--- src/hw/rtl/icrp_pkg.sv ---
// ----------------------------------------------------------------------------
// icrp_pkg
// Shared types, codes and constants of the isochronous channel ring placer.
// ----------------------------------------------------------------------------
package icrp_pkg;

	localparam int NUM_PORTS_DEF = 5;
	localparam int NUM_CHAN_REGS = 5;
	localparam int HDR_QUADS     = 4;

	localparam int PORT_W   = 3;
	localparam int CHAN_W   = 6;
	localparam int QUAD_W   = 16;
	localparam int LEN_W    = 13;
	localparam int DQ_W     = 12;
	localparam int CNT_W    = 32;
	localparam int STATUS_W = 2;

	localparam int CFG_AW     = 5;
	localparam int CFG_DW     = 32;
	localparam int IN_DATA_W  = 96;
	localparam int OUT_DATA_W = 128;

	// register indexes (byte address / 4)
	localparam logic [2:0] REG_PORT_ENABLE   = 3'd0;
	localparam logic [2:0] REG_BUFFER_QUADS  = 3'd1;
	localparam logic [2:0] REG_PORT0_CHANNEL = 3'd2;
	localparam logic [2:0] REG_PORT1_CHANNEL = 3'd3;
	localparam logic [2:0] REG_PORT2_CHANNEL = 3'd4;
	localparam logic [2:0] REG_PORT3_CHANNEL = 3'd5;
	localparam logic [2:0] REG_PORT4_CHANNEL = 3'd6;

	localparam logic [QUAD_W-1:0] BUFFER_QUADS_RST = 16'd4096;

	localparam logic OP_PACKET      = 1'b0;
	localparam logic OP_HEAD_UPDATE = 1'b1;

	localparam logic [STATUS_W-1:0] ST_PLACED  = 2'd0;
	localparam logic [STATUS_W-1:0] ST_DROPPED = 2'd1;
	localparam logic [STATUS_W-1:0] ST_CORRUPT = 2'd2;

	typedef struct packed {
		logic [NUM_CHAN_REGS-1:0]             enable;
		logic [NUM_CHAN_REGS-1:0]             clr;
		logic [QUAD_W-1:0]                    bufq;
		logic [NUM_CHAN_REGS-1:0][CHAN_W-1:0] chan;
	} cfg_t;

	typedef struct packed {
		logic [QUAD_W-1:0] head;
		logic [QUAD_W-1:0] tail;
		logic [CNT_W-1:0]  pkt_cnt;
		logic [CNT_W-1:0]  drop_cnt;
	} port_rec_t;

endpackage

--- src/hw/rtl/iso_channel_ring_placer_unit.sv ---
// ----------------------------------------------------------------------------
// iso_channel_ring_placer_unit
// Places isochronous packets into per-port ring buffers and reports offsets.
// ----------------------------------------------------------------------------
// A packet transaction is offered to ports 0 to NUM_PORTS-1 in turn, one port
// per cycle unless a result waits on m_axis_tready, and every enabled,
// uncorrupted port on the packet's channel yields one result, the final one
// flagged by tlast. Port state (head, tail, packet and drop counters) lives in
// a one-read one-write state memory with a registered read; each matching port
// is read in its scan cycle and updated as it leaves the execute stage. The
// input stays closed while a packet's ports or a head update are scanned.
// Entry valid bits stand in for the cleared state after reset or after a port
// enable rises, so no clearing pass runs.
module iso_channel_ring_placer_unit import icrp_pkg::*; #(
	parameter int NUM_PORTS = NUM_PORTS_DEF
) (
	input  logic                  clk,
	input  logic                  arst_n,
	input  logic                  psel,
	input  logic                  penable,
	input  logic                  pwrite,
	input  logic [CFG_AW-1:0]     paddr,
	input  logic [CFG_DW-1:0]     pwdata,
	output logic [CFG_DW-1:0]     prdata,
	output logic                  pready,
	input  logic                  s_axis_tvalid,
	output logic                  s_axis_tready,
	// packet_header, length_bytes, cycle_counter, target_port, new_head
	input  logic [IN_DATA_W-1:0]  s_axis_tdata,
	// operation
	input  logic [0:0]            s_axis_tuser,
	output logic                  m_axis_tvalid,
	input  logic                  m_axis_tready,
	// port_index, header_offset, data_offset, trailer_offset, data_quads,
	// packet_number, drop_total, one zero pad bit
	output logic [OUT_DATA_W-1:0] m_axis_tdata,
	// status
	output logic [STATUS_W-1:0]   m_axis_tuser,
	output logic                  m_axis_tlast
);

	localparam int PIDX_W = (NUM_PORTS > 1) ? $clog2(NUM_PORTS) : 1;
	localparam int NACT   = (NUM_PORTS < NUM_CHAN_REGS) ? NUM_PORTS : NUM_CHAN_REGS;
	localparam logic [PORT_W:0]   NP_EXT    = (PORT_W+1)'(NUM_PORTS);
	localparam logic [PIDX_W-1:0] LAST_PORT = PIDX_W'(NUM_PORTS - 1);

	cfg_t cfg;

	icrp_cfg_regs u_cfg (
		.clk     (clk),
		.arst_n  (arst_n),
		.psel    (psel),
		.penable (penable),
		.pwrite  (pwrite),
		.paddr   (paddr),
		.pwdata  (pwdata),
		.prdata  (prdata),
		.cfg     (cfg)
	);

	assign pready = 1'b1;

	// item registers, held while the ports are scanned
	logic              busy_q;
	logic [PIDX_W-1:0] scan_q;
	logic              op_q;
	logic [CHAN_W-1:0] chan_q;
	logic [DQ_W-1:0]   xq_q;
	logic [PORT_W-1:0] tport_q;
	logic [QUAD_W-1:0] nhead_q;

	// execute stage
	logic              v_s1;
	logic              op_s1;
	logic              last_s1;
	logic              vld_s1;
	logic [PIDX_W-1:0] port_s1;
	port_rec_t         rec_s1;

	// per-port flops
	logic [NUM_PORTS-1:0] ent_vld_q;
	logic [NUM_PORTS-1:0] corrupt_q;
	logic [NUM_PORTS-1:0] port_clr;
	logic [NUM_PORTS-1:0] match;

	// output register
	logic                m_valid_q;
	logic [STATUS_W-1:0] status_q;
	logic [PORT_W-1:0]   pidx_q;
	logic [QUAD_W-1:0]   hoff_q;
	logic [QUAD_W-1:0]   doff_q;
	logic [QUAD_W-1:0]   toff_q;
	logic [DQ_W-1:0]     dq_q;
	logic [CNT_W-1:0]    pn_q;
	logic [CNT_W-1:0]    dt_q;
	logic                last_q;

	port_rec_t         mem [NUM_PORTS];
	logic              mem_re;
	logic              mem_we;
	logic [PIDX_W-1:0] rd_addr;
	port_rec_t         mem_wdata;

	logic s1_go;
	logic s0_adv;
	logic s_acc;
	logic later;
	logic tport_ok;
	logic issue;
	logic issue_last;

	for (genvar g = 0; g < NUM_PORTS; g++) begin : g_port
		if (g < NACT) begin : g_act
			assign port_clr[g] = cfg.clr[g];
			assign match[g] = cfg.enable[g] && !corrupt_q[g] && (cfg.chan[g] == chan_q);
		end else begin : g_none
			assign port_clr[g] = 1'b0;
			assign match[g]    = 1'b0;
		end
	end

	assign s1_go  = (op_s1 == OP_HEAD_UPDATE) || !m_valid_q || m_axis_tready;
	assign s0_adv = !v_s1 || s1_go;
	assign s_axis_tready = !busy_q && s0_adv;
	assign s_acc = s_axis_tvalid && s_axis_tready;
	assign tport_ok = {1'b0, tport_q} < NP_EXT;

	// any matching port after the one being scanned
	always_comb begin
		later = 1'b0;
		for (int p = 0; p < NUM_PORTS; p++) begin
			if (PIDX_W'(p) > scan_q) later = later | match[p];
		end
	end

	always_comb begin
		issue      = 1'b0;
		issue_last = 1'b0;
		rd_addr    = scan_q;
		if (busy_q && s0_adv) begin
			if (op_q == OP_HEAD_UPDATE) begin
				issue   = tport_ok;
				rd_addr = PIDX_W'(tport_q);
			end else begin
				issue      = match[scan_q];
				issue_last = !later;
			end
		end
	end
	assign mem_re = issue;

	always_ff @(posedge clk or negedge arst_n) begin
		if (!arst_n) begin
			busy_q <= 1'b0;
			scan_q <= '0;
			v_s1   <= 1'b0;
		end else begin
			if (s_acc) begin
				busy_q <= 1'b1;
				scan_q <= '0;
			end else if (busy_q && s0_adv) begin
				if (op_q == OP_HEAD_UPDATE || scan_q == LAST_PORT) begin
					busy_q <= 1'b0;
				end else begin
					scan_q <= scan_q + 1'b1;
				end
			end
			if (issue) begin
				v_s1 <= 1'b1;
			end else if (s1_go) begin
				v_s1 <= 1'b0;
			end
		end
	end

	always_ff @(posedge clk) begin
		if (s_acc) begin
			op_q    <= s_axis_tuser[0];
			chan_q  <= s_axis_tdata[13:8];
			xq_q    <= DQ_W'(({1'b0, s_axis_tdata[44:32]} + 14'd3) >> 2);
			tport_q <= s_axis_tdata[79:77];
			nhead_q <= s_axis_tdata[95:80];
		end
		if (issue) begin
			op_s1   <= op_q;
			port_s1 <= rd_addr;
			last_s1 <= issue_last;
			vld_s1  <= ent_vld_q[rd_addr];
		end
	end

	// placement arithmetic
	port_rec_t         rec;
	logic [QUAD_W:0]   bufq17;
	logic [QUAD_W:0]   head17;
	logic [QUAD_W:0]   tail17;
	logic [QUAD_W:0]   tail_need;
	logic [QUAD_W:0]   wrap_need;
	logic [QUAD_W:0]   doff17;
	logic [QUAD_W+1:0] toff18;
	logic [LEN_W-1:0]  need;
	logic              bad_head;
	logic              bad_slot;
	logic              at_tail;
	logic              wrap;
	logic              drop;
	logic              ex_corrupt;

	logic [STATUS_W-1:0] ex_status;
	logic [QUAD_W-1:0]   ex_hoff;
	logic [QUAD_W-1:0]   ex_doff;
	logic [QUAD_W-1:0]   ex_toff;
	logic [DQ_W-1:0]     ex_dq;
	logic [CNT_W-1:0]    ex_dt;

	always_comb begin
		rec       = vld_s1 ? rec_s1 : '0;
		bufq17    = {1'b0, cfg.bufq};
		head17    = {1'b0, rec.head};
		tail17    = {1'b0, rec.tail};
		need      = LEN_W'(xq_q) + LEN_W'(2 * HDR_QUADS);
		tail_need = tail17 + (QUAD_W+1)'(need);
		wrap_need = (QUAD_W+1)'(xq_q) + (QUAD_W+1)'(HDR_QUADS);
		bad_head  = head17 > bufq17;
		if (tail17 >= head17) begin
			at_tail = bufq17 >= tail_need;
			wrap    = !at_tail && (head17 >= wrap_need);
		end else begin
			at_tail = head17 >= tail_need;
			wrap    = 1'b0;
		end
		drop     = !at_tail && !wrap;
		doff17   = at_tail ? tail17 + (QUAD_W+1)'(HDR_QUADS) : '0;
		toff18   = {1'b0, doff17} + (QUAD_W+2)'(xq_q);
		bad_slot = (tail17 >= bufq17) || (toff18 >= {2'b00, cfg.bufq});
		ex_corrupt = bad_head || (!drop && bad_slot);

		ex_hoff = '0;
		ex_doff = '0;
		ex_toff = '0;
		ex_dq   = '0;
		ex_dt   = rec.drop_cnt;
		if (ex_corrupt) begin
			ex_status = ST_CORRUPT;
		end else if (drop) begin
			ex_status = ST_DROPPED;
			ex_dq     = xq_q;
			ex_dt     = rec.drop_cnt + 1'b1;
		end else begin
			ex_status = ST_PLACED;
			ex_hoff   = rec.tail;
			ex_doff   = doff17[QUAD_W-1:0];
			ex_toff   = toff18[QUAD_W-1:0];
			ex_dq     = xq_q;
		end

		mem_wdata = rec;
		if (op_s1 == OP_HEAD_UPDATE) begin
			mem_wdata.head = nhead_q;
		end else begin
			mem_wdata.pkt_cnt  = rec.pkt_cnt + 1'b1;
			mem_wdata.drop_cnt = ex_dt;
			if (!drop) mem_wdata.tail = ex_toff;
		end
	end

	assign mem_we = v_s1 && s1_go && ((op_s1 == OP_HEAD_UPDATE) || !ex_corrupt);

	always_ff @(posedge clk) begin
		if (mem_we) mem[port_s1] <= mem_wdata;
		if (mem_re) rec_s1 <= mem[rd_addr];
	end

	always_ff @(posedge clk or negedge arst_n) begin
		if (!arst_n) begin
			ent_vld_q <= '0;
			corrupt_q <= '0;
		end else begin
			for (int p = 0; p < NUM_PORTS; p++) begin
				if (port_clr[p]) begin
					ent_vld_q[p] <= 1'b0;
					corrupt_q[p] <= 1'b0;
				end else if (v_s1 && s1_go && port_s1 == PIDX_W'(p)) begin
					if (mem_we) ent_vld_q[p] <= 1'b1;
					if (op_s1 == OP_PACKET && ex_corrupt) corrupt_q[p] <= 1'b1;
				end
			end
		end
	end

	always_ff @(posedge clk or negedge arst_n) begin
		if (!arst_n) begin
			m_valid_q <= 1'b0;
		end else if (v_s1 && s1_go && op_s1 == OP_PACKET) begin
			m_valid_q <= 1'b1;
		end else if (m_axis_tready) begin
			m_valid_q <= 1'b0;
		end
	end

	always_ff @(posedge clk) begin
		if (v_s1 && s1_go && op_s1 == OP_PACKET) begin
			status_q <= ex_status;
			pidx_q   <= PORT_W'(port_s1);
			hoff_q   <= ex_hoff;
			doff_q   <= ex_doff;
			toff_q   <= ex_toff;
			dq_q     <= ex_dq;
			pn_q     <= rec.pkt_cnt;
			dt_q     <= ex_dt;
			last_q   <= last_s1;
		end
	end

	assign m_axis_tvalid = m_valid_q;
	assign m_axis_tuser  = status_q;
	assign m_axis_tlast  = last_q;
	assign m_axis_tdata  = {1'b0, dt_q, pn_q, dq_q, toff_q, doff_q, hoff_q, pidx_q};

endmodule

--- src/hw/rtl/icrp_cfg_regs.sv ---
// ----------------------------------------------------------------------------
// icrp_cfg_regs
// APB register file: port enables, ring size and per-port channel numbers.
// ----------------------------------------------------------------------------
module icrp_cfg_regs import icrp_pkg::*; (
	input  logic              clk,
	input  logic              arst_n,
	input  logic              psel,
	input  logic              penable,
	input  logic              pwrite,
	input  logic [CFG_AW-1:0] paddr,
	input  logic [CFG_DW-1:0] pwdata,
	output logic [CFG_DW-1:0] prdata,
	output cfg_t              cfg
);

	logic [NUM_CHAN_REGS-1:0]             enable_q;
	logic [QUAD_W-1:0]                    bufq_q;
	logic [NUM_CHAN_REGS-1:0][CHAN_W-1:0] chan_q;
	logic [2:0]                           idx;
	logic                                 wr;

	assign idx = paddr[CFG_AW-1:2];
	assign wr  = psel && penable && pwrite;

	always_ff @(posedge clk or negedge arst_n) begin
		if (!arst_n) begin
			enable_q <= '0;
			bufq_q   <= BUFFER_QUADS_RST;
			chan_q   <= '0;
		end else if (wr) begin
			case (idx)
				REG_PORT_ENABLE:   enable_q  <= pwdata[NUM_CHAN_REGS-1:0];
				REG_BUFFER_QUADS:  bufq_q    <= pwdata[QUAD_W-1:0];
				REG_PORT0_CHANNEL: chan_q[0] <= pwdata[CHAN_W-1:0];
				REG_PORT1_CHANNEL: chan_q[1] <= pwdata[CHAN_W-1:0];
				REG_PORT2_CHANNEL: chan_q[2] <= pwdata[CHAN_W-1:0];
				REG_PORT3_CHANNEL: chan_q[3] <= pwdata[CHAN_W-1:0];
				REG_PORT4_CHANNEL: chan_q[4] <= pwdata[CHAN_W-1:0];
				default: ;
			endcase
		end
	end

	// ports whose enable rises are cleared in the same transaction
	always_comb begin
		cfg.enable = enable_q;
		cfg.bufq   = bufq_q;
		cfg.chan   = chan_q;
		cfg.clr    = '0;
		if (wr && idx == REG_PORT_ENABLE) begin
			cfg.clr = pwdata[NUM_CHAN_REGS-1:0] & ~enable_q;
		end
	end

	always_comb begin
		case (idx)
			REG_PORT_ENABLE:   prdata = CFG_DW'(enable_q);
			REG_BUFFER_QUADS:  prdata = CFG_DW'(bufq_q);
			REG_PORT0_CHANNEL: prdata = CFG_DW'(chan_q[0]);
			REG_PORT1_CHANNEL: prdata = CFG_DW'(chan_q[1]);
			REG_PORT2_CHANNEL: prdata = CFG_DW'(chan_q[2]);
			REG_PORT3_CHANNEL: prdata = CFG_DW'(chan_q[3]);
			REG_PORT4_CHANNEL: prdata = CFG_DW'(chan_q[4]);
			default:           prdata = '0;
		endcase
	end

endmodule

--- config.mk ---
export PLATFORM = sky130hd
export DESIGN_NAME = iso_channel_ring_placer_unit
export DESIGN_NICKNAME = d
export VERILOG_FILES = /design/src/hw/rtl/icrp_pkg.sv /design/src/hw/rtl/iso_channel_ring_placer_unit.sv /design/src/hw/rtl/icrp_cfg_regs.sv
export SDC_FILE = /design/constraint.sdc
export NUM_CORES = 1
export LEC_CHECK = 0
export BUFFER_PORTS_ARGS = -buffer_cell sky130_fd_sc_hd__buf_2
export CORE_ASPECT_RATIO = 0.6
export CORE_MARGIN = 10
export CORE_UTILIZATION = 35
export DETAILED_ROUTE_END_ITERATION = 8
export SETUP_SLACK_MARGIN = 0.3
export SYNTH_ARGS = -nofsm -noshare
export SYNTH_HDL_FRONTEND = slang
export SYNTH_SLANG_ARGS = --single-unit
export TNS_END_PERCENT = 10
--- constraint.sdc ---
create_clock -name clk -period 23.5 [get_ports clk]
set_input_delay 4.7 -clock clk [delete_from_list [all_inputs] [get_ports clk]]
set_output_delay 4.7 -clock clk [all_outputs]
set_load 0.02 [all_outputs]
==> results of run 1 <==
==> how the worst max path moves through the flow <==
stage | start | end | slack [ns] | cells past startpoint
after floorplan | vld_s1 | mem[0][0] | 11.41 | 51
after global placement | vld_s1 | mem[1][14] | 11.15 | 45
after detailed placement | vld_s1 | mem[2][14] | 11.09 | 45
after CTS | vld_s1 | mem[0][76] | 11.01 | 45
after global routing | vld_s1 | mem[0][76] | 10.01 | 42
final | vld_s1 | mem[3][6] | 10.79 | 42
==> sequential cells by signal, summed over array words and instances, names as in the netlist, 30 cells and up <==
signal,cells
mem,480
rec_s1,96
dt_q,32
pn_q,32
u_cfg.cfg,30
==> through the flow <==
step	util (%)	setup WS, ns	cell area, um2
2_1_floorplan	-	11.41	38300
3_3_place_gp	37.8	11.15	40700
3_5_place_dp	37.8	11.09	40700
4_1_cts	40.2	11.01	43400
5_1_grt	40.3	10.01	43400
6_report	40.3	10.79	43400
==> power groups by stage <==
stage	Clock, uW	Sequential, uW	Combinational, uW
after global routing	1410	2420	3350
after detailed placement	0	2420	3010
after CTS	1350	2390	3030
final	1320	2390	3050
after global placement	0	2410	2980
after floorplan	0	2450	2020
==> cell families after synthesis <==
kind of cell,after synthesis
and+or+nand+nor,1334
DFF,817
AOI/OAI and AO/OA,470
buffers and inverters,276
xor gates and xnor gates,155
adders and majority gates,139
muxes,74
other,2
==> layout make-up <==
cell class	count	area [um2]
Fill cell	10198	64400
Timing Repair Buffer	248	1360
Multi-Input combinational cell	2190	13000
Clock buffer	92	2100
Tap cell	1425	1780
Clock inverter	58	592
Inverter	105	399
Antenna cell	2	5.00
Sequential cell	817	24200
==> layer usage <==
layer | share of wire [%] | routed length (um) | GRT usage, % | vias up
met1 | 48 | 50800 | 24.8 | 12382
met2 | 42 | 44400 | 24.2 | 764
met3 | 8.8 | 9280 | 5.33 | 116
met4 | 1.4 | 1500 | 2.90 | 4
li1 | - | - | - | 11994
met5 | 0.020 | 21 | 0 | -
==> cell usage in the layout, fill, tap and decap left out, types with 9 or more instances in the layout <==
cell,Yosys,final
edfxtp_1,750,750
nand2_1,735,735
o21ai_0,263,263
buf_2,10,212
nor2_1,167,166
nand3_1,157,157
ha_1,134,134
inv_1,102,102
xnor2_1,98,98
clkbuf_16,0,82
dfrtp_1,66,66
a21oi_1,65,64
nor3_1,59,58
xor2_1,56,56
and2_1,51,50
mux2_2,43,42
nand4_1,34,34
buf_4,24,34
nand2b_1,29,29
mux2i_1,26,24
clkinv_1,3,23
and3_1,21,21
o21a_1,26,21
a21o_1,18,18
conb_1,2,18
nor4_1,15,15
nor2b_1,14,14
o32ai_2,13,13
or3_1,11,11
clkinv_2,0,11
nor3_2,8,9
clkbuf_1,111,9
==> critical path, delay by kind of cell, from the launching register on <==
kind                     cells  cell delay (ns)
XOR/XNOR                     2             1.17
AO/OA/AOI/OAI               16             4.27
flip-flops                   1             0.32
adder cells (fa/ha/maj)      6             1.95
buffers and inverters        4             1.85
AND/OR/NAND/NOR             13             2.47
multiplexers                 1             0.08
==> synthesized netlist by cell type (11+ instances only) <==
master	count
and2_1	51
inv_1	102
edfxtp_1	750
xnor2_1	98
ha_1	134
dfrtp_1	66
nand3_1	157
buf_1	17
nor2_1	167
clkbuf_1	111
mux2_2	43
a21oi_1	65
a21o_1	18
or3_1	11
o21a_1	26
nand4_1	34
nand2b_1	29
o32ai_2	13
o21ai_0	263
nor4_1	15
and3_1	21
xor2_1	56
mux2i_1	26
nor2b_1	14
nor3_1	59
buf_4	24
nand2_1	735
==> metrics, run 1 <==
Worst path max stage delay=0.90 ns; sw power=2920 uW; TritonCTS clock tree=built; R2R setup slack=10.79 ns; WL/cell=21.5 um; power per standard cell area=156 nW/um2; Hold Path Cell Cnt=2; Critical Path RT=23.78 ns; Synth Area in Compound Gates=7.66%; layout net count=3720; Worst Tran Pin Value=1.27 ns; Area growth, synth to finish=13.6%; Yosys warnings=0; number of flops mapped to enable cells by yosys=750; Total GRT Usage=16.8%; adder-cell area share of the yosys netlist=4.57%; synthesized area=38200 um2; part of the power in the clock network=19.5%; Arr. time, crit path=12.99 ns; grt total ovfl=0; status=completed; largest net degree at the start of global routing=197; Post-Syn Instances=3267; clk sinks=817; Synth Flop Type=edfxtp_1; sequential element share of the synthesized area=63.3%; Comb pwr share=45.1%; Switching Share=43.3%; Max Slew Vio Count=0; Clock Latency Late Sink=0.69 ns; die area=123000 um2; synthesized flop and latch total=817; Final Critical Period=12.71 ns; RSZ-0062 raised after global routing=false; Final setup viols=0; Worst path most repeated cell=ha_1; Via density=5.12; async set or reset register ratio after synthesis=8.20%; static leakage=0.0163 uW; worst min-delay path endpoint=corrupt_q[0]; FMAX=78.7 MHz; CP max-delay cell=buf_4; Final HPWL DP=68800 um; critical path class=reg2reg; FF-to-FF Start=vld_s1; Setup crit end kind=flop; Post-Route WL=106000 um; cell-internal power=3830 uW; Synth Area in XOR/XNOR=3.59%; fin cells=4937; Synth area leaders=edfxtp_1 (59%), nand2_1 (7.2%), ha_1 (4.4%), dfrtp_1 (4.3%), o21ai_0 (3.4%); Hold Fails Final Rpt=0; Setup Skew=0.0331 ns; CTS resizes=0; simple-gate portion of the synthesized area=15.5%; Seq pwr share=35.4%; via count=25260; initial antenna violation count=3; Worst-path clk slew=0.06 ns; Relative slew margins=15.5%; Cell variety after synth=89; postcts setup bufs=0; post-synthesis mux area share=2.21%; Yosys top cell area share=58.9%; Rows=93; maximum clock path buffer count=3; Post-CTS Hold Buffers=0; core area=108000 um2; Critical Path Start Type=flop; Root Buffer=clkbuf_16; H-tree levels=3; RePlAce Congestion=0.908; DRC Markers=0; post-route ant nets=0; largest family of logic cells by synthesized area=simple AND/OR/NAND/NOR gates; Tcrit/Tclk final=54.1%; Pre-antenna DRT Iters=6; maximum vdd ir drop=123 uV; R2R Path End=mem[3][6]; Post-Route Setup TNS=0 ns; chip width=447 um; Synth Area per Inst=11.7 um2; largest area contributor in the netlist=edfxtp_1; chip height=276 um; Hold Path Class=reg2reg; share of layout cells above drive strength 1=13.5%; max_cap viols=0; global-route wire length before repair=158000 um; Initial Utilization=35.4%; HP Start=corrupt_q[0]; cells on worst reg2reg path=42; CTS Buf Count=81; hold slack=0.489 ns; IO Port Bufs=212; largest fanout on the critical path=55; vias in the first global route=24019; Tot Pwr=6760 uW; DR iter-0 viols=2450; DP Cell Count=4785; Ports=307
Note: power is estimated with default switching activity, not from simulation.
==> run 2, diff against run 1 <==
Clock period 23.5 ns to 12.9 ns, I/O delays scaled along.
==> run 2 against run 1 <==
  * Flip-flop and latch count unchanged
  * Register-to-register slack got worse by 9.7 ns
  * Clock skew decreased by 0.00080 ns
  * Sequential power increased by 83%
  * Sequential share of layout area decreased by 0.25 points
  * Worst setup slack got worse by 9.7 ns
  * Combinational power increased by 83%
  * Worst hold slack got worse by 0.046 ns
  * Critical endpoint is now mem[0][19]
  * Highest routed layer is now met4
==> metrics, run 2 (synthesis results as in run 1) <==
Final setup viols=0 (unchanged); power per standard cell area=284 nW/um2 (+83%); DR iter-0 viols=2645 (+8.0%); Final Critical Period=11.83 ns (-0.879 ns); Tcrit/Tclk final=91.7% (+38 points); Arr. time, crit path=12.12 ns (-0.87 ns); Critical Path Start Type=flop; max_cap viols=0 (unchanged); Final HPWL DP=70600 um (+2.7%); sw power=5330 uW (+82%); DRC Markers=0 (unchanged); IO Port Bufs=212 (unchanged); share of layout cells above drive strength 1=13.6% (+0.095 points); clk sinks=817 (unchanged); Root Buffer=clkbuf_16; Hold Fails Final Rpt=0 (unchanged); Worst-path clk slew=0.06 ns (about the same); Hold Path Class=reg2reg; Via density=5.13 (+0.36%); buffers and inverters on the worst path=3 (-1); Comb pwr share=45.0% (about the same); largest fanout on the critical path=59 (+7.3%); part of the power in the clock network=19.8% (+0.3 points); core area=108000 um2 (unchanged); Switching Share=43.0% (-0.30 points); maximum clock path buffer count=3 (unchanged); Post-Route WL=107000 um (+0.99%); status=completed; Worst Setup Slack, final=1.07 ns (-9.72 ns); FMAX=84.5 MHz (+7.4%); Clock Latency Late Sink=0.68 ns (about the same); Max Slew Vio Count=0 (unchanged); layout net count=3728 (+0.22%); die area=123000 um2 (unchanged); commonest non-fill, non-tap cell in the layout=edfxtp_1; critical path class=reg2reg; top flop regs=mem x480, rec_s1 x96; most frequent cells in the layout=edfxtp_1 (750), nand2_1 (735), o21ai_0 (263), buf_2 (212), nor2_1 (166); Post-Route Setup TNS=0 ns (unchanged); CTS Buf Count=82 (+1.2%); Area growth, synth to finish=14.1%; Ports=307 (unchanged); post-route cell area=43600 um2 (+0.45%); maximum vdd ir drop=386 uV (+210%); global-route wire length before repair=158000 um (+0.24%); pre-CTS setup slack=1.31 ns (-9.77 ns); Crit path depth=45 (+7.1%); Seq pwr share=35.3% (about the same); chip width=447 um (unchanged); grt total ovfl=0 (unchanged); CP max-delay cell=edfxtp_1; Relative slew margins=22.6% (+7.1 points); static leakage=0.0164 uW (+0.62%); chip height=276 um (unchanged); Initial Utilization=35.4% (unchanged); vias in the first global route=24079 (+0.25%); Setup Skew=0.0323 ns (-0.000802 ns); largest net degree at the start of global routing=197 (unchanged); largest reg by FF count=mem; Total GRT Usage=16.9% (+0.077 points); Post-CTS Hold Buffers=0 (unchanged); Placed Area=40900 um2 (+0.36%); cells on worst reg2reg path=45 (+7.1%); via count=25372 (+0.44%); fillcell total=10135 (-0.62%); max FFs per register=480 (unchanged); Worst path most repeated cell=nor2_1; Worst Tran Pin Value=1.15 ns (-0.115 ns); H-tree levels=3 (unchanged); Rows=93 (unchanged); Crit path max-delay family=compound AO/OA/AOI/OAI gates; Critical Path RT=13.19 ns (-10.59 ns); Setup crit end kind=flop; Worst path max stage delay=0.76 ns (-0.14 ns); RSZ-0062 raised after global routing=false; Hold Path Cell Cnt=0 (-2); post-route ant nets=0 (unchanged); WL/cell=21.7 um (+0.91%); Pre-antenna DRT Iters=6 (unchanged); TritonCTS clock tree=built; RePlAce Congestion=0.919 (+1.2%); cell-internal power=7070 uW (+85%); initial antenna violation count=4 (+1)
[run 2: cell count changes in the layout (fill, tap and decap cells not counted), moves of 2 or more]
cell / change
buf_12: +8
buf_4: -3
bufinv_16: +4
clkbuf_1: +6
clkinv_1: -5
clkinv_16: -2
clkinv_2: +3
clkinv_4: -3
clkinvlp_4: -5
inv_16: +3
[run 2: timing repair]
item,in CTS,in global routing
buffers inserted,0,1
gates resized for setup,0,1
endpoints found under the setup margin,0,251
[run 2: per-stage QoR]
step	hold slack, ns	total power (uW)	std cells	utilization [%]
2_1_floorplan	0.400	8130	3283	-
3_3_place_gp	0.405	9840	4791	37.9
3_5_place_dp	0.434	9910	4791	37.9
4_1_cts	0.449	12400	4939	40.4
5_1_grt	0.460	13200	4941	40.4
6_report	0.444	12400	4941	40.4
[run 2: cell type report]
class                   instances  area, um2  area share [%]
repair buffers                255       1520            3.48
inverters                     105        399           0.915
multi-input cells            2190      13000            29.8
clock buffers                  97       2110            4.83
well taps                    1425       1780            4.09
diodes                          1       2.50         0.00574
clock inverters                51        619            1.42
flip-flops and latches        817      24200            55.5
[run 2: routing by layer]
layer,share of wire (%),GRT usage (%)
met4,1.7,3.31
met1,48,25.0
met5,0,0
met2,42,24.3
met3,8.5,5.03
[run 2: worst paths after layout]
check	start	slack [ns]	end
setup / recovery	vld_s1	1.07	mem[0][19]
hold / removal	last_s1	0.44	m_axis_tlast
setup reg to reg	vld_s1	1.07	mem[0][19]
hold reg to reg	last_s1	0.44	m_axis_tlast
max in group asynchronous	arst_n	10.19	u_cfg.bufq_q[5]
min in group asynchronous	arst_n	2.11	u_cfg.cfg[22]
[run 2: power by group through the flow]
stage          Sequential, uW  Combinational, uW  Clock, uW
2_1_floorplan            4460               3680          0
3_3_place_gp             4410               5430          0
3_5_place_dp             4420               5500          0
4_1_cts                  4370               5520       2520
5_1_grt                  4420               6120       2620
6_report                 4370               5570       2450
